File: src/hw/rtl/i2cbe_pkg.sv
// Shared types and constants for the I2C master byte engine.
// Holds the command opcodes, the register map and the word types
// passed between the step core and the top level.
package i2cbe_pkg;

  // Command opcodes carried by each input word.
  localparam logic [1:0] OP_START = 2'd0;
  localparam logic [1:0] OP_STOP  = 2'd1;
  localparam logic [1:0] OP_WRITE = 2'd2;
  localparam logic [1:0] OP_READ  = 2'd3;

  // Register map: one 32-bit register every four bytes, selected by paddr[2].
  localparam int unsigned AddrWidth = 3;
  localparam logic REG_HALF_PERIOD = 1'b0;
  localparam logic REG_POLL_LIMIT  = 1'b1;

  localparam logic [15:0] HalfPeriodReset = 16'd100;
  localparam logic [7:0]  PollLimitReset  = 8'd100;

  typedef struct packed {
    logic       cmd_valid;
    logic [1:0] opcode;
    logic [7:0] write_byte;
    logic       send_ack;
    logic       sda_in;
  } item_t;

  typedef struct packed {
    logic       scl_level;
    logic       sda_drive;
    logic       sda_level;
    logic       busy_res;
    logic       done_res;
    logic [7:0] read_byte;
    logic       ack_timeout;
  } result_t;

  typedef struct packed {
    logic [15:0] half_period;
    logic [7:0]  poll_limit;
  } cfg_t;

endpackage

File: src/hw/rtl/i2cbe_core.sv
// Tick-by-tick phase sequencer of the I2C master byte engine.
// Holds the bus state and computes the result word of each accepted tick.
// Depends on i2cbe_pkg.
module i2cbe_core import i2cbe_pkg::*; (
  input  logic    clk_i,
  input  logic    rst_ni,
  input  logic    acc_i,
  input  item_t   item_i,
  input  cfg_t    cfg_i,
  output result_t res_o
);

  localparam logic [4:0] PH_IDLE  = 5'd0;
  localparam logic [4:0] PH_ST0   = 5'd1;
  localparam logic [4:0] PH_ST1   = 5'd2;
  localparam logic [4:0] PH_ST2   = 5'd3;
  localparam logic [4:0] PH_SP0   = 5'd4;
  localparam logic [4:0] PH_SP1   = 5'd5;
  localparam logic [4:0] PH_SP2   = 5'd6;
  localparam logic [4:0] PH_SP3   = 5'd7;
  localparam logic [4:0] PH_WB0   = 5'd8;
  localparam logic [4:0] PH_WB1   = 5'd9;
  localparam logic [4:0] PH_WB2   = 5'd10;
  localparam logic [4:0] PH_WA0   = 5'd11;
  localparam logic [4:0] PH_WA1   = 5'd12;
  localparam logic [4:0] PH_WPOLL = 5'd13;
  localparam logic [4:0] PH_RB0   = 5'd14;
  localparam logic [4:0] PH_RB1   = 5'd15;
  localparam logic [4:0] PH_RK0   = 5'd16;
  localparam logic [4:0] PH_RK1   = 5'd17;
  localparam logic [4:0] PH_RK2   = 5'd18;
  localparam logic [4:0] PH_RK3   = 5'd19;

  typedef struct packed {
    logic scl;
    logic drv;
    logic lvl;
  } lines_t;

  // Line levels set on entry to a phase; other lines keep their value.
  function automatic lines_t enter_lines(input logic [4:0] p, input lines_t cur,
                                         input logic msb, input logic ackc);
    lines_t l;
    l = cur;
    unique case (p)
      PH_ST0: begin l.drv = 1'b1; l.lvl = 1'b1; l.scl = 1'b1; end
      PH_ST1: l.lvl = 1'b0;
      PH_ST2: l.scl = 1'b0;
      PH_SP0: begin l.drv = 1'b1; l.scl = 1'b0; end
      PH_SP1: l.lvl = 1'b0;
      PH_SP2: l.scl = 1'b1;
      PH_SP3: l.lvl = 1'b1;
      PH_WB0: begin l.drv = 1'b1; l.scl = 1'b0; end
      PH_WB1: l.lvl = msb;
      PH_WB2: l.scl = 1'b1;
      PH_WA0: begin l.scl = 1'b0; l.drv = 1'b0; l.lvl = 1'b1; end
      PH_WA1: l.scl = 1'b1;
      PH_RB0: begin l.drv = 1'b0; l.scl = 1'b0; end
      PH_RB1: l.scl = 1'b1;
      PH_RK0: l.scl = 1'b0;
      PH_RK1: begin l.drv = 1'b1; l.lvl = ~ackc; end
      PH_RK2: l.scl = 1'b1;
      PH_RK3: l.scl = 1'b0;
      default: l = cur;
    endcase
    return l;
  endfunction

  logic [4:0]  phase_q, phase_d;
  logic [15:0] tick_q, tick_d;
  logic [3:0]  bit_q, bit_d;
  logic [7:0]  shift_q, shift_d;
  logic [7:0]  poll_q, poll_d;
  logic        ackc_q, ackc_d;
  logic        tmo_q, tmo_d;
  logic [7:0]  held_q, held_d;
  lines_t      lines_q, lines_d;
  logic        done;
  logic [15:0] half_eff;

  // A zero half period behaves as one tick.
  assign half_eff = (cfg_i.half_period == 16'd0) ? 16'd1 : cfg_i.half_period;

  always_comb begin
    phase_d = phase_q;
    tick_d  = tick_q;
    bit_d   = bit_q;
    shift_d = shift_q;
    poll_d  = poll_q;
    ackc_d  = ackc_q;
    tmo_d   = tmo_q;
    held_d  = held_q;
    lines_d = lines_q;
    done    = 1'b0;

    if (phase_q == PH_IDLE) begin
      if (item_i.cmd_valid) begin
        tick_d = 16'd0;
        unique case (item_i.opcode)
          OP_START: phase_d = PH_ST0;
          OP_STOP:  phase_d = PH_SP0;
          OP_WRITE: begin
            shift_d = item_i.write_byte;
            bit_d   = 4'd0;
            poll_d  = 8'd0;
            tmo_d   = 1'b0;
            phase_d = PH_WB0;
          end
          OP_READ: begin
            ackc_d  = item_i.send_ack;
            shift_d = 8'd0;
            bit_d   = 4'd0;
            phase_d = PH_RB0;
          end
          default: phase_d = PH_IDLE;
        endcase
        lines_d = enter_lines(phase_d, lines_d, shift_d[7], ackc_d);
      end
    end else if (phase_q != PH_WPOLL && tick_q >= half_eff) begin
      tick_d = 16'd0;
      unique case (phase_q)
        PH_ST0: phase_d = PH_ST1;
        PH_ST1: phase_d = PH_ST2;
        PH_SP0: phase_d = PH_SP1;
        PH_SP1: phase_d = PH_SP2;
        PH_SP2: phase_d = PH_SP3;
        PH_WB0: phase_d = PH_WB1;
        PH_WB1: phase_d = PH_WB2;
        PH_WB2: phase_d = (bit_q >= 4'd8) ? PH_WA0 : PH_WB0;
        PH_WA0: phase_d = PH_WA1;
        PH_WA1: phase_d = PH_WPOLL;
        PH_RB0: phase_d = PH_RB1;
        PH_RB1: phase_d = (bit_q >= 4'd8) ? PH_RK0 : PH_RB0;
        PH_RK0: phase_d = PH_RK1;
        PH_RK1: phase_d = PH_RK2;
        PH_RK2: phase_d = PH_RK3;
        PH_RK3: begin
          held_d  = shift_q;
          phase_d = PH_IDLE;
          done    = 1'b1;
        end
        default: begin
          phase_d = PH_IDLE;
          done    = 1'b1;
        end
      endcase
      lines_d = enter_lines(phase_d, lines_d, shift_d[7], ackc_d);
    end

    // The acknowledge poll also runs on the tick that enters it.
    if (phase_d == PH_WPOLL) begin
      if (!item_i.sda_in) begin
        lines_d.scl = 1'b0;
        phase_d     = PH_IDLE;
        done        = 1'b1;
      end else if (poll_d >= cfg_i.poll_limit) begin
        tmo_d   = 1'b1;
        phase_d = PH_SP0;
        tick_d  = 16'd0;
        lines_d = enter_lines(PH_SP0, lines_d, shift_d[7], ackc_d);
      end else begin
        poll_d = poll_d + 8'd1;
      end
    end

    if (phase_d != PH_IDLE && phase_d != PH_WPOLL) begin
      tick_d = tick_d + 16'd1;
      if (tick_d >= half_eff) begin
        if (phase_d == PH_WB2) begin
          shift_d = {shift_d[6:0], 1'b0};
          bit_d   = bit_d + 4'd1;
        end else if (phase_d == PH_RB1) begin
          shift_d = {shift_d[6:0], item_i.sda_in};
          bit_d   = bit_d + 4'd1;
        end
      end
    end
  end

  always_ff @(posedge clk_i or negedge rst_ni) begin
    if (!rst_ni) begin
      phase_q <= PH_IDLE;
      tick_q  <= 16'd0;
      bit_q   <= 4'd0;
      shift_q <= 8'd0;
      poll_q  <= 8'd0;
      ackc_q  <= 1'b0;
      tmo_q   <= 1'b0;
      held_q  <= 8'd0;
      lines_q <= '{scl: 1'b1, drv: 1'b0, lvl: 1'b1};
    end else if (acc_i) begin
      phase_q <= phase_d;
      tick_q  <= tick_d;
      bit_q   <= bit_d;
      shift_q <= shift_d;
      poll_q  <= poll_d;
      ackc_q  <= ackc_d;
      tmo_q   <= tmo_d;
      held_q  <= held_d;
      lines_q <= lines_d;
    end
  end

  assign res_o = '{scl_level:   lines_d.scl,
                   sda_drive:   lines_d.drv,
                   sda_level:   lines_d.lvl,
                   busy_res:    phase_d != PH_IDLE,
                   done_res:    done,
                   read_byte:   held_d,
                   ack_timeout: tmo_d};

  a_bit_range: assert property (@(posedge clk_i) disable iff (!rst_ni)
    bit_q <= 4'd8)
    else $error("bit counter ran past eight bits");

  a_done_idle: assert property (@(posedge clk_i) disable iff (!rst_ni)
    acc_i && done |=> phase_q == PH_IDLE)
    else $error("command reported done but engine did not return to idle");

  a_poll_released: assert property (@(posedge clk_i) disable iff (!rst_ni)
    phase_q == PH_WPOLL |-> !lines_q.drv && lines_q.scl)
    else $error("acknowledge poll with SDA driven or SCL low");

endmodule

File: src/hw/rtl/i2c_master_byte_engine.sv
// I2C master byte engine top level: configuration registers, input
// handshake, step core and result register.
// Depends on i2cbe_pkg and i2cbe_core.
//
// Usage: every input word is one timing tick. It carries an optional
// command (start, stop, write byte with acknowledge poll, read byte with
// ACK or NACK) and the sampled SDA level. The engine answers each word with
// exactly one result word holding the SCL level, the SDA drive enable and
// level, busy and done flags, the last read byte and the timeout flag.
// The result word is registered: a word accepted at one edge has its result
// word valid after that edge. Throughput is one word per cycle while the
// receiver keeps up; state and result register both change at that edge.
// A stalled receiver holds the result register, and in_ready_o then drops
// until the result word is taken, so no tick is lost or repeated.
// Reset leaves the engine idle with SCL high, SDA released at level high,
// half period and poll limit at 100 ticks, and no result word pending.
// Registers (APB, 32-bit): 0x0 half period ticks, 0x4 acknowledge poll
// limit. Write them only while the engine is idle.
module i2c_master_byte_engine import i2cbe_pkg::*; (
  input  logic                 clk_i,
  input  logic                 rst_ni,
  input  logic                 in_valid_i,
  output logic                 in_ready_o,
  input  logic                 cmd_valid_i,
  input  logic [1:0]           opcode_i,
  input  logic [7:0]           write_byte_i,
  input  logic                 send_ack_i,
  input  logic                 sda_in_i,
  output logic                 out_valid_o,
  input  logic                 out_ready_i,
  output logic                 scl_level_o,
  output logic                 sda_drive_o,
  output logic                 sda_level_o,
  output logic                 busy_res_o,
  output logic                 done_res_o,
  output logic [7:0]           read_byte_o,
  output logic                 ack_timeout_o,
  input  logic                 psel,
  input  logic                 penable,
  input  logic                 pwrite,
  input  logic [AddrWidth-1:0] paddr,
  input  logic [31:0]          pwdata,
  output logic [31:0]          prdata,
  output logic                 pready
);

  cfg_t    cfg_q;
  item_t   item;
  result_t res;
  result_t res_q;
  logic    out_valid_q;
  logic    acc;
  logic    cfg_wr;

  assign pready = 1'b1;
  assign cfg_wr = psel && penable && pwrite;

  always_ff @(posedge clk_i or negedge rst_ni) begin
    if (!rst_ni) begin
      cfg_q.half_period <= HalfPeriodReset;
      cfg_q.poll_limit  <= PollLimitReset;
    end else if (cfg_wr) begin
      if (paddr[2] == REG_HALF_PERIOD) begin
        cfg_q.half_period <= pwdata[15:0];
      end else begin
        cfg_q.poll_limit <= pwdata[7:0];
      end
    end
  end

  assign prdata = (paddr[2] == REG_POLL_LIMIT) ? {24'd0, cfg_q.poll_limit}
                                               : {16'd0, cfg_q.half_period};

  // A new word is taken whenever the result register is empty or draining.
  assign in_ready_o = !out_valid_q || out_ready_i;
  assign acc        = in_valid_i && in_ready_o;

  assign item = '{cmd_valid:  cmd_valid_i,
                  opcode:     opcode_i,
                  write_byte: write_byte_i,
                  send_ack:   send_ack_i,
                  sda_in:     sda_in_i};

  i2cbe_core u_core (
    .clk_i  (clk_i),
    .rst_ni (rst_ni),
    .acc_i  (acc),
    .item_i (item),
    .cfg_i  (cfg_q),
    .res_o  (res)
  );

  always_ff @(posedge clk_i or negedge rst_ni) begin
    if (!rst_ni) begin
      out_valid_q <= 1'b0;
    end else if (acc) begin
      out_valid_q <= 1'b1;
    end else if (out_ready_i) begin
      out_valid_q <= 1'b0;
    end
  end

  always_ff @(posedge clk_i) begin
    if (acc) begin
      res_q <= res;
    end
  end

  assign out_valid_o   = out_valid_q;
  assign scl_level_o   = res_q.scl_level;
  assign sda_drive_o   = res_q.sda_drive;
  assign sda_level_o   = res_q.sda_level;
  assign busy_res_o    = res_q.busy_res;
  assign done_res_o    = res_q.done_res;
  assign read_byte_o   = res_q.read_byte;
  assign ack_timeout_o = res_q.ack_timeout;

  a_accept_loads: assert property (@(posedge clk_i) disable iff (!rst_ni)
    acc |=> out_valid_o)
    else $error("accepted word produced no result word");

  a_done_not_busy: assert property (@(posedge clk_i) disable iff (!rst_ni)
    out_valid_o && done_res_o |-> !busy_res_o)
    else $error("result word shows done while still busy");

  a_idle_lines: assert property (@(posedge clk_i) disable iff (!rst_ni)
    out_valid_o && !busy_res_o && !done_res_o && sda_drive_o |-> !scl_level_o || sda_level_o)
    else $error("idle bus left with SCL high and SDA driven low");

endmodule

File: config.mk
export PLATFORM = sky130hd
export DESIGN_NAME = i2c_master_byte_engine
export DESIGN_NICKNAME = d
export VERILOG_FILES = /design/src/hw/rtl/i2cbe_pkg.sv /design/src/hw/rtl/i2cbe_core.sv /design/src/hw/rtl/i2c_master_byte_engine.sv
export SDC_FILE = /design/constraint.sdc
export NUM_CORES = 1
export LEC_CHECK = 0
export ABC_AREA = 1
export BUFFER_PORTS_ARGS = -buffer_cell sky130_fd_sc_hd__buf_4
export CORE_MARGIN = 2
export CORE_UTILIZATION = 40
export DETAILED_ROUTE_END_ITERATION = 10
export PLACE_DENSITY_LB_ADDON = 0.2
export SETUP_SLACK_MARGIN = 0.5
export SLEW_MARGIN = 5
export SYNTH_ARGS = -nofsm -noshare
export SYNTH_HDL_FRONTEND = slang
export SYNTH_SLANG_ARGS = --single-unit
File: constraint.sdc
create_clock -name clk_i -period 9.8 [get_ports clk_i]
set_input_delay 1.47 -clock clk_i [delete_from_list [all_inputs] [get_ports clk_i]]
set_output_delay 1.47 -clock clk_i [all_outputs]
set_load 0.01 [all_outputs]
Word-level counts from Yosys, hierarchy flattened
Cells that the tools add are included.
Cells by class
  $add $sub $neg: 3
  $lt $le $gt $ge: 4
  equality and inequality tests: 60
  multiplexer cells: 75
  bitwise logic cells: 3
  reductions and logical operators: 29
Operators with widths (count)
  2-to-1 mux 16 bit: 9
  == test 5 x 4 -> 1 bit, second input constant: 24
  2-to-1 mux 8 bit: 15
  case mux 5 bit (15 select lines): 1
  == test 5 bit, second input constant: 12
  == test 5 x 3 -> 1 bit, second input constant: 11
  2-to-1 mux 5 bit: 11
  greater-or-equal comparator 16 bit: 2
  2-to-1 mux 4 bit: 7
  == test 5 x 2 -> 1 bit, second input constant: 5
  case mux 5 bit (4 select lines): 1
  2-to-1 mux 1 bit: 17
  adder 16 x 1 -> 16 bit, second input constant: 1
  logical NOT 16 bit: 1
  case mux 8 bit (2 select lines): 1
  == test 5 x 1 -> 1 bit, second input constant: 3
  2-to-1 mux 3 bit: 5
  OR reduction 15 bit: 1
  OR reduction 7 bit: 2
  OR reduction 6 bit: 2
  inequality test 5 x 4 -> 1 bit, second input constant: 2
  OR reduction 2 bit: 5
  adder 8 x 1 -> 8 bit, second input constant: 1
  greater-or-equal comparator 8 bit: 1
  19 further kinds: 34
Word-level totals
  flip-flop bits (word level): 93
  bits of input ports: 55
  word-level logic and storage cells: 195

Longest topological paths before layout
Gate-level depths: netlist (run 1).
  depth after elaboration: 16
  depth in mapped cells: 50
  gate-level depth less buffers: 46

Hierarchy
From an unflattened synthesis (run 1), not the netlist that was laid out.
Unflattened totals
  cells, all modules: 1000
  area total of the unflattened synthesis: 7040.5 um2
By module, submodules not included
  i2cbe_core: times used 1, cells each 811, area an instance 5246.3 um2
  i2c_master_byte_engine: times used 1, cells each 189, area an instance 1794.2 um2

Worst setup path after synthesis (run 1)
Ideal clock, no wire load.
  path kind: in2reg
  start: input cmd_valid_i
  end: register u_core.shift_q[1]
  data arrival time: 5971 ps
  required time: 9678 ps
  path slack: 3707 ps
  stages on the path: 38
  buffers on the path: 4
  cell sequence: inv_1 > nor2_1 > inv_1 > nor2_1 > inv_1 > nor2_1 > clkbuf_1 > nor2_1 > ha_1 > nand2_1 > nor2_1 > a211oi_1 > nand3_1 > nand2_1 > inv_1 > nand3_2 > buf_4 > buf_2 > (+2 left out) > ha_1 > nand4_1 > nor2_2 > nand2_1 > xnor2_1 > inv_1 > ha_1 > a21oi_1 > nor2_1 > a211oi_1 > nand2_1 > nand2_1 > nand2_1 > nand2_4 > buf_6 > nand2_1 > nand3_1 > nand2_1
On the way
  word-level cells in the longest chain between the ends: 11
  elaborated cells on any way between the ends: 27
  those cells by class: add/sub: 1; order compare: 2; eq/ne: 4; mux: 18; reduce/logical: 2
RTL lines
  start, declared: line i2c_master_byte_engine.sv:24  | input logic cmd_valid_i,
  branches (longest 10 deep; another with adder 16 x 1 -> 16 bit)
  2-to-1 mux 8 bit (*): line i2cbe_core.sv:166  | if (phase_d != PH_IDLE && phase_d != PH_WPOLL) begin
  end signal, assigned: line i2cbe_core.sv:195  | shift_q <= shift_d;
  end, declared: line i2cbe_core.sv:72  | logic [7:0] shift_q, shift_d;
Mark *: on every way between the ends.
A chain may end at the register's enable or synchronous reset.

Worst setup path after layout (run 1)
  start: input cmd_valid_i
  end: register u_core.bit_q[0]
On the way
  word-level cells in the longest chain between the ends: 11
  elaborated cells on any way between the ends: 28
  those cells by class: add/sub: 2; order compare: 2; eq/ne: 4; mux: 18; reduce/logical: 2
RTL lines
  branches (longest 10 deep; another with adder 16 x 1 -> 16 bit)
  2-to-1 mux 4 bit (*): line i2cbe_core.sv:166
  end signal, assigned: line i2cbe_core.sv:194  | bit_q <= bit_d;
  end, declared: line i2cbe_core.sv:71  | logic [3:0] bit_q, bit_d;
Marks and branches as above.

==> results of run 1 <==
[how the worst min path moves through the flow]
stage                                  start                       end  slack (ps)  cells past startpoint
floorplan           u_core.tmo_q$_DFFE_PN0P_  u_core.tmo_q$_DFFE_PN0P_         450                      2
global placement       cfg_q[11]$_DFFE_PN0P_     cfg_q[11]$_DFFE_PN0P_         470                      2
detailed placement      cfg_q[8]$_DFFE_PN0P_      cfg_q[8]$_DFFE_PN0P_         470                      2
CTS                     cfg_q[8]$_DFFE_PN0P_      cfg_q[8]$_DFFE_PN0P_         490                      2
global route            cfg_q[8]$_DFFE_PN0P_      cfg_q[8]$_DFFE_PN0P_         510                      2
finish                 cfg_q[15]$_DFFE_PN0P_     cfg_q[15]$_DFFE_PN0P_         480                      2
[sequential cells by signal, summed over array words and instances (netlist names), 3 cells and up]
name	cells
cfg_q	24
read_byte_o	8
u_core.bit_q	4
u_core.held_q	8
u_core.lines_q	3
u_core.phase_q	5
u_core.poll_q	8
u_core.shift_q	8
u_core.tick_q	16
[cells by family after synthesis]
kind of cell | share of synthesized area, %
AO/OA/AOI/OAI | 11.3
flip-flops | 35.1
adder cells (fa/ha/maj) | 7.85
other | 0.110
XOR/XNOR | 1.79
AND/OR/NAND/NOR | 31.7
buffers and inverters | 12.1
[power breakdown]
group          internal, mW  total [mW]  switching, mW
combinational         0.363        1.03          0.670
sequential            0.509       0.606         0.0969
clock                 0.209       0.377          0.168
[stage by stage]
stage | util [%] | power, mW | instances | hold slack [ps] | setup slack (ps)
after floorplan | - | 1.39 | 993 | 447 | 3710
after global placement | 44.8 | 1.63 | 1239 | 468 | 1900
after detailed placement | 44.8 | 1.64 | 1239 | 473 | 1910
after CTS | 46.6 | 2.03 | 1255 | 490 | 2280
after global routing | 46.6 | 2.22 | 1255 | 513 | 1370
final | 46.6 | 2.02 | 1255 | 484 | 2300
[cell usage in the layout, fill, tap and decap left out, types with 2 or more instances in the layout]
cell type	n
nand2_4	2
nand3_1	59
dfstp_2	8
inv_6	4
nor2_1	91
xor2_1	8
dfrtp_1	71
xnor2_1	6
o21ai_1	8
and3_1	2
buf_4	73
conb_1	17
nand4_2	2
inv_1	134
nand2_2	9
nand2_1	277
o41ai_1	2
a21oi_1	33
a31oi_1	2
nor2_4	4
edfxtp_1	14
o21a_1	2
nand4_1	23
clkbuf_16	9
a22oi_1	8
a211oi_1	4
nor2_2	8
a21boi_0	3
nor4_1	2
o21ai_2	2
nand3_2	6
inv_2	9
ha_1	43
o21ai_0	68
nor3_1	8
[Yosys cell counts, drive strengths merged]
| cell | instances |
|---|---|
| a21oi | 34 |
| nor4 | 3 |
| o21ai | 78 |
| xnor2 | 6 |
| nand3 | 65 |
| nand3b | 1 |
| o21a | 2 |
| a21boi | 3 |
| o32a | 1 |
| o32ai | 1 |
| a211oi | 4 |
| or2 | 1 |
| ha | 43 |
| dfrtp | 71 |
| and3 | 2 |
| xor2 | 8 |
| nor2 | 103 |
| o2111ai | 1 |
| nor3 | 9 |
| o41ai | 2 |
| a31oi | 2 |
| a22oi | 8 |
| buf | 32 |
| nand2 | 288 |
| edfxtp | 14 |
| inv | 144 |
| a311oi | 1 |
| o22ai | 1 |
| nand4 | 25 |
| dfstp | 8 |
| conb | 2 |
| clkbuf | 15 |
[worst max-delay path, delay by kind of cell]
kind | cells | cell delay, ps
XOR/XNOR | 2 | 440
AND/OR/NAND/NOR | 18 | 3310
buffers and inverters | 8 | 1160
AO/OA/AOI/OAI | 4 | 640
adder cells (fa/ha/maj) | 3 | 690
[routing by layer]
| metal | part of all wire [%] | up-vias | routed length [um] | track usage (%) |
|---|---|---|---|---|
| li1 | - | 3227 | - | - |
| met2 | 45 | 139 | 7460 | 29.5 |
| met4 | 1.5 | 0 | 251 | 5.56 |
| met1 | 48 | 2725 | 7910 | 26.4 |
| met5 | 0 | - | 0 | 0 |
| met3 | 4.7 | 19 | 774 | 3.00 |
[area by class of cell]
| cell class | count | area [um2] | share of cell area, % |
|---|---|---|---|
| well taps | 220 | 275 | 3.55 |
| clock inverters | 6 | 72.6 | 0.935 |
| clock buffers | 10 | 239 | 3.08 |
| repair buffers | 73 | 548 | 7.06 |
| inverters | 144 | 543 | 7.00 |
| multi-input cells | 709 | 3680 | 47.4 |
| flip-flops and latches | 93 | 2410 | 31.0 |
==> metrics.md, run 1 <==
| Metric | Value |
|---|---|
| Slowest CP cell | nor2_1 |
| Fmax | 0.133 GHz |
| Reg-to-reg slack, setup | between 2000 and 2500 ps |
| Sinks on Clock Net | 93 |
| Worst reg2reg endpoint | u_core.bit_q[0]$_DFFE_PN0P_ |
| Htree depth | 3 |
| CTS tree | built |
| Max stage delay on crit path | 570 ps |
| Hold Crit Class | register to register |
| Chip Height | between 100 and 150 um |
| Initial antenna violation count | 0 |
| Layout fillers | roughly 1.7k |
| Max transition margin | 39.1% |
| Critical path class | primary input to register |
| Clk root buf | clkbuf_16 |
| Area of the mapped netlist | around 7000 um2 |
| Worst Max-Slew Pin Slew | approximately 910 ps |
| Post-synth top area share | around a quarter |
| Number of max-cap violations | 0 |
| Ys Warns | 0 |
| Syn_area_per_cell | about 7.0 um2 |
| Post-DP Area | 7450 um2 |
| R2R cell count | 37 |
| Top post-synthesis cells by area | dfrtp_1 26%, nand2_1 15%, ha_1 7.9% |
| # rows | 47 |
| Fin crit share | 76.5% |
| Design area | 7760 um2 |
| WL/cell | approximately 13 um |
| Worst r2r src | u_core.phase_q[0]$_DFFE_PN0P_ |
| Max Transition Viols Final | 0 |
| Via count | slightly above 6k |
| Final setup viols | 0 |
| Total CTS buffers | 9 |
| Layout cells sized above 1 | 13.8% |
| Grt ovf | 0 |
| Setup repair after global routing missed its margin | no |
| Initial core utilization | between 40% and 50% |
| Critical Path Source Type | primary input |
| Antenna diodes | 0 |
| Endpoints failing hold | 0 |
| I/O pin count | around 100 |
| Maximum vdd drop | 0.101 mV |
| Largest net degree at the start of global routing | 62 |
| Post-route DRC | 0 |
| Crit. End Element | register |
| Antenna Nets Post-Route | 0 |
| First-pass DRT Iterations | 5 |
| Clk buf depth | 2 |
| IO Port Bufs | a little under 70 |
| Seq/Total Area, Yosys | 35.1% |
| DIE WIDTH | 135 um |
| Worst EP required | 10,040 ps |
| Number of DRC markers in iteration 0 | 450 |
| Hold Buf Count CTS | 0 |
| Core area | 16,600 um2 |
| Crit path from | cmd_valid_i |
| P per Cell Area | 260 nW/um2 |
| Status | finished, final reports clean |
| Syn Inst Count | slightly below 1k |
| WP data arrival | 7740 ps |
| Reg clk slew, reported paths | around 70 ps |
| TNS Setup | 0 ps |
| Final #Nets | 1,128 |
| Post-synth cell types | 47 |
| Via/cell ratio | 4.87 |
| Area Overhead vs Synth | 13.3% |
| Vias in the first global route | around 5.5k |
| Cts repair resizes | 0 |
| Drt total wl | 16,400 um |
| Cell taking the most area after synthesis | dfrtp_1 |
| Synth Register Bits | 93 |
| First-pass GRT wire length | 27,300 um |
| Critical path endpoint | u_core.bit_q[0]$_DFFE_PN0P_ |
| Post-CTS setup buffer count | 0 |
| Crit Path Max Fanout | 30 |
| Worst skew pair latency | 360 ps |
| Detailed placement HPWL | 12,100 um |
| GPL Wtd Cong | 0.885 |
| Die Area | 18,200 um2 |
| Leakage | approximately 4.1 nW |
| Tmin final | 7500 ps |
| Fin Clk Skew | about 11 ps |
| Total GRT Usage | 18.7% |
(Power assumes the default switching activity.)
==> run 2: changes to the inputs <==
--- a/config.mk
+++ b/config.mk
@@ -5,7 +5,7 @@
 export SDC_FILE = /design/constraint.sdc
 export NUM_CORES = 1
 export LEC_CHECK = 0
-export ABC_AREA = 1
+export ABC_AREA = 0
 export BUFFER_PORTS_ARGS = -buffer_cell sky130_fd_sc_hd__buf_4
 export CORE_MARGIN = 2
 export CORE_UTILIZATION = 40
==> constraint.sdc (replaced) <==
create_clock -name clk_i -period 7.4 [get_ports clk_i]
set_input_delay 1.11 -clock clk_i [delete_from_list [all_inputs] [get_ports clk_i]]
set_output_delay 1.11 -clock clk_i [all_outputs]
set_load 0.01 [all_outputs]
==> run 2 against run 1 <==
  * Critical path depth down 5
  * Sequential power up 23%
  * Clock skew about the same
  * Sequential cell count unchanged
  * Count of clock-buffer cells in the layout down 1
  * Synthesized cell count down 25%
  * Register-to-register slack worse by 1500 ps
  * Critical path type is now register to register
  * Largest cell class unchanged
==> metrics.md, run 2 <==
| Metric | Value |
|---|---|
| Grt peak-use layer | met2 (unchanged) |
| Ys Warns | 0 (unchanged) |
| Final #Nets | 903 (was 1,128) |
| Post-synth top area share | 27.0% (was 25.9%) |
| Top cells by count, synth | 103 x nand2_1, 71 x dfrtp_1, 51 x nor2_1 (was 277 x nand2_1, 135 x inv_1, 91 x nor2_1) |
| Setup repair after global routing missed its margin | no (unchanged) |
| Chip Height | 132 um (was 135 um) |
| Maximum vdd drop | 0.158 mV (was 0.101 mV) |
| Worst Max-Slew Pin Slew | 1050 ps (was 912 ps) |
| Post-CTS setup buffer count | 0 (unchanged) |
| Count leader, synth | nand2_1 (unchanged) |
| Initial antenna violation count | 0 (unchanged) |
| Total GRT Usage | 20.8% (was 18.7%) |
| Switching share of power | 44.3% (was 46.4%) |
| Async SR Flop Fraction | 84.9% (unchanged) |
| Hold Crit Class | register to register (unchanged) |
| DIE WIDTH | 132 um (was 135 um) |
| Top FF cell, synth | dfrtp_1 (unchanged) |
| Number of enable flip-flop cells after synthesis | 14 (unchanged) |
| Core area | 16,000 um2 (was 16,600 um2) |
| Number of DRC markers in iteration 0 | 499 (was 450) |
| Reg clk slew, reported paths | 70 ps (about the same) |
| Leakage | 3.47 nW (was 4.09 nW) |
| Seq/Total Area, Yosys | 36.5% (was 35.1%) |
| Crit. End Element | register (unchanged) |
| Worst slack, placed | 157 ps (was 1910 ps) |
| Layout fillers | 1,577 (was 1,716) |
| Clk buf depth | 2 (unchanged) |
| Max Transition Viols Final | 0 (unchanged) |
| Max stage delay on crit path | 470 ps (was 570 ps) |
| Met2 global-route usage | 34.2% (was 29.5%) |
| Vias in the first global route | 5,740 (was 5,538) |
| Drt total wl | 17,900 um (was 16,400 um) |
| Tmin final | about 6500 ps |
| Fin crit share | 88.1% |
| Grt ovf | 0 (unchanged) |
| Antenna Nets Post-Route | 0 (unchanged) |
| First-pass GRT wire length | 29,400 um (was 27,300 um) |
| M1 GR Usage | 27.8% (was 26.4%) |
| Htree depth | 3 (unchanged) |
| Detailed placement HPWL | 13,200 um (was 12,100 um) |
| Post-synth cell types | 88 (was 47) |
| Max transition margin | 29.8% (was 39.1%) |
| Fmax | 0.153 GHz |
| Top post-synthesis cells by area | dfrtp_1 27%, ha_1 8.2%, mux2_2 7.0% (was dfrtp_1 26%, nand2_1 15%, ha_1 7.9%) |
| Worst EP required | 7650 ps (was 10,040 ps) |
| WL/cell | 17.5 um (was 13.1 um) |
| CTS tree | built (unchanged) |
| Via/cell ratio | 5.69 (was 4.87) |
| Worst reg2reg endpoint | u_core.bit_q[3]$_DFFE_PN0P_ (was u_core.bit_q[0]$_DFFE_PN0P_) |
| Layout cells sized above 1 | 23.2% (was 13.8%) |
| Slowest CP cell | a2111oi_2 (was nor2_1) |
| TNS Setup | 0 ps (unchanged) |
| Worst skew pair latency | 360 ps (about the same) |
| Reg-to-reg slack, setup | 880 ps (was 2410 ps) |
| Hold EP | u_core.held_q[3]$_DFFE_PN0P_ (was cfg_q[15]$_DFFE_PN0P_) |
| R2R cell count | 30 (was 37) |
| Commonest non-fill, non-tap cell in the layout | nand2_1 (unchanged) |
| Area Overhead vs Synth | 17.0% (was 13.3%) |
| Die Area | 17,500 um2 (was 18,200 um2) |
| Antenna diodes | 0 (unchanged) |
| Syn Inst Count | 736 (was 978) |
| # rows | 46 (was 47) |
| Gate power share | 50.2% (was 51.2%) |
| Total CTS buffers | 9 (unchanged) |
| Initial core utilization | 41.2% (about the same) |
| Endpoints failing hold | 0 (unchanged) |
| Post-route DRC | 0 (unchanged) |
| Clock share of power | 19.3% (was 18.7%) |
| Reg with most FFs | cfg_q (unchanged) |
| Via count | 5,842 (was 6,110) |
| Flop pwr share | 30.5% (was 30.1%) |
| P per Cell Area | 317 nW/um2 (was 260 nW/um2) |
| Worst r2r src | cfg_q[17]$_DFFE_PN0P_ (was u_core.phase_q[0]$_DFFE_PN0P_) |
| First-pass DRT Iterations | 5 (unchanged) |
| Syn_area_per_cell | 8.96 um2 (was 7.00 um2) |
| Status | finished, final reports clean (unchanged) |
| GPL Wtd Cong | 0.872 (was 0.885) |
| IO Port Bufs | 68 (unchanged) |
| Largest net degree at the start of global routing | 56 (was 62) |
| Critical path class | register to register (was primary input to register) |
| Hold Path Origin | u_core.held_q[3]$_DFFE_PN0P_ (was cfg_q[15]$_DFFE_PN0P_) |
| Clk root buf | clkbuf_16 (unchanged) |
| Multi-input gate area | 3900 um2 (was 3680 um2) |
| Final core utilization | 48.2% (was 46.6%) |
| Fin Clk Skew | 10.4 ps (was 10.7 ps) |
| Crit Path Max Fanout | 10 (was 30) |
| WHS Path Cells | 2 (unchanged) |
| Area of the mapped netlist | 6590 um2 (was 6850 um2) |
| Storage element area | 2410 um2 (unchanged) |
| Biggest regs | cfg_q: 24 flops, u_core.tick_q: 16 flops (unchanged) |
| Sinks on Clock Net | 93 (unchanged) |
| I/O pin count | 104 (unchanged) |
| Critical Path Source Type | register (was primary input) |
| WP data arrival | 6770 ps (was 7740 ps) |
| Setup ws final | 884 ps (was 2300 ps) |
| Number of max-cap violations | 0 (unchanged) |
| Max reg flops | 24 (unchanged) |
| Synth Register Bits | 93 (unchanged) |
| Commonest non-fill, non-tap cells in the layout | 102 x nand2_1, 91 x buf_4, 71 x dfrtp_1 (was 277 x nand2_1, 134 x inv_1, 91 x nor2_1) |
| Internal Power | 1.36 mW (was 1.08 mW) |
| GR Util met3 | 3.11% (was 3.00%) |
| Final setup viols | 0 (unchanged) |
| Cell taking the most area after synthesis | dfrtp_1 (unchanged) |
| Sw power | 1.08 mW (was 935 uW) |
## run 2: cell types whose count changed in the layout (fill, tap and decap cells not counted), moves of 9 or more
cell      before  now
and2_1         0   11
nor2_1        91   51
inv_1        134   42
nand2_1      277  102
nand3_1       59   25
nand4_1       23   14
inv_2          9    0
mux2_2         0   41
o21ai_0       68   32
buf_4         73   91
nand2b_1       0   11
and3_1         2   14
## run 2: timing repair
action,in CTS,in global routing
setup endpoints to repair,12,12
hold buffers,0,0
pin swaps,0,1
resized for setup,3,11
## run 2: final cells by class
cell class | count | share of cell area (%)
Timing Repair Buffer | 91 | 8.85
Inverter | 43 | 2.12
Sequential cell | 93 | 31.2
Clock inverter | 7 | 0.859
Multi-Input combinational cell | 567 | 50.5
Clock buffer | 9 | 2.92
Tap cell | 216 | 3.50
## run 2: how the worst max path moves through the flow
stage                           from  slack [ps]  cells past startpoint                     endpoint
2_1_floorplan            cmd_valid_i         620                     32  u_core.bit_q[3]$_DFFE_PN0P_
3_3_place_gp             cmd_valid_i         150                     33  u_core.bit_q[3]$_DFFE_PN0P_
3_5_place_dp             cmd_valid_i         160                     33  u_core.bit_q[3]$_DFFE_PN0P_
4_1_cts        cfg_q[17]$_DFFE_PN0P_         500                     30  u_core.bit_q[3]$_DFFE_PN0P_
5_1_grt                  cmd_valid_i         500                     33  u_core.bit_q[3]$_DFFE_PN0P_
6_report       cfg_q[17]$_DFFE_PN0P_         880                     30  u_core.bit_q[3]$_DFFE_PN0P_
## run 2: power groups by stage
| stage | combinational, mW | sequential, mW | clock [mW] |
|---|---|---|---|
| after floorplan | 0.850 | 0.730 | 0 |
| final | 1.23 | 0.748 | 0.472 |
| after CTS | 1.19 | 0.746 | 0.483 |
| after global placement | 1.15 | 0.749 | 0 |
| after detailed placement | 1.18 | 0.755 | 0 |
| after global routing | 1.36 | 0.765 | 0.505 |
## run 2: per-layer routing
layer / share of wire (%) / wire [um]
met4: 1.8 / 316
met2: 47 / 8390
met3: 5.2 / 925
met5: 0 / 0
met1: 46 / 8280
## run 2: critical path: cells and delay by family (launching register included)
family                   cells  cell delay [ps]
AO/OA/AOI/OAI                8             1850
XOR/XNOR                     1              170
adder cells (fa/ha/maj)      3              690
buffers and inverters        2              260
flip-flops                   1              400
AND/OR/NAND/NOR             16             3030
## run 2: kinds of logic after synthesis
logic type      count (synthesis)  synth area share (%)
simple gates                  293                  22.8
compound gates                154                  16.2
flops                          93                  36.5
buf+inv                        91                  6.40
mux                            46                  7.90
fa+ha+maj                      43                  8.16
xor+xnor                       14                  1.86
other cells                     2                 0.114
## run 2: per-stage QoR
| stage | cells | total power [mW] | hold WS [ps] | instance area [um2] |
|---|---|---|---|---|
| after floorplan | 751 | 1.58 | 440 | 6650 |
| after global placement | 1010 | 1.90 | 452 | 7340 |
| after detailed placement | 1010 | 1.93 | 459 | 7340 |
| after CTS | 1026 | 2.42 | 477 | 7660 |
| after global routing | 1026 | 2.63 | 510 | 7720 |
| final | 1026 | 2.45 | 473 | 7720 |
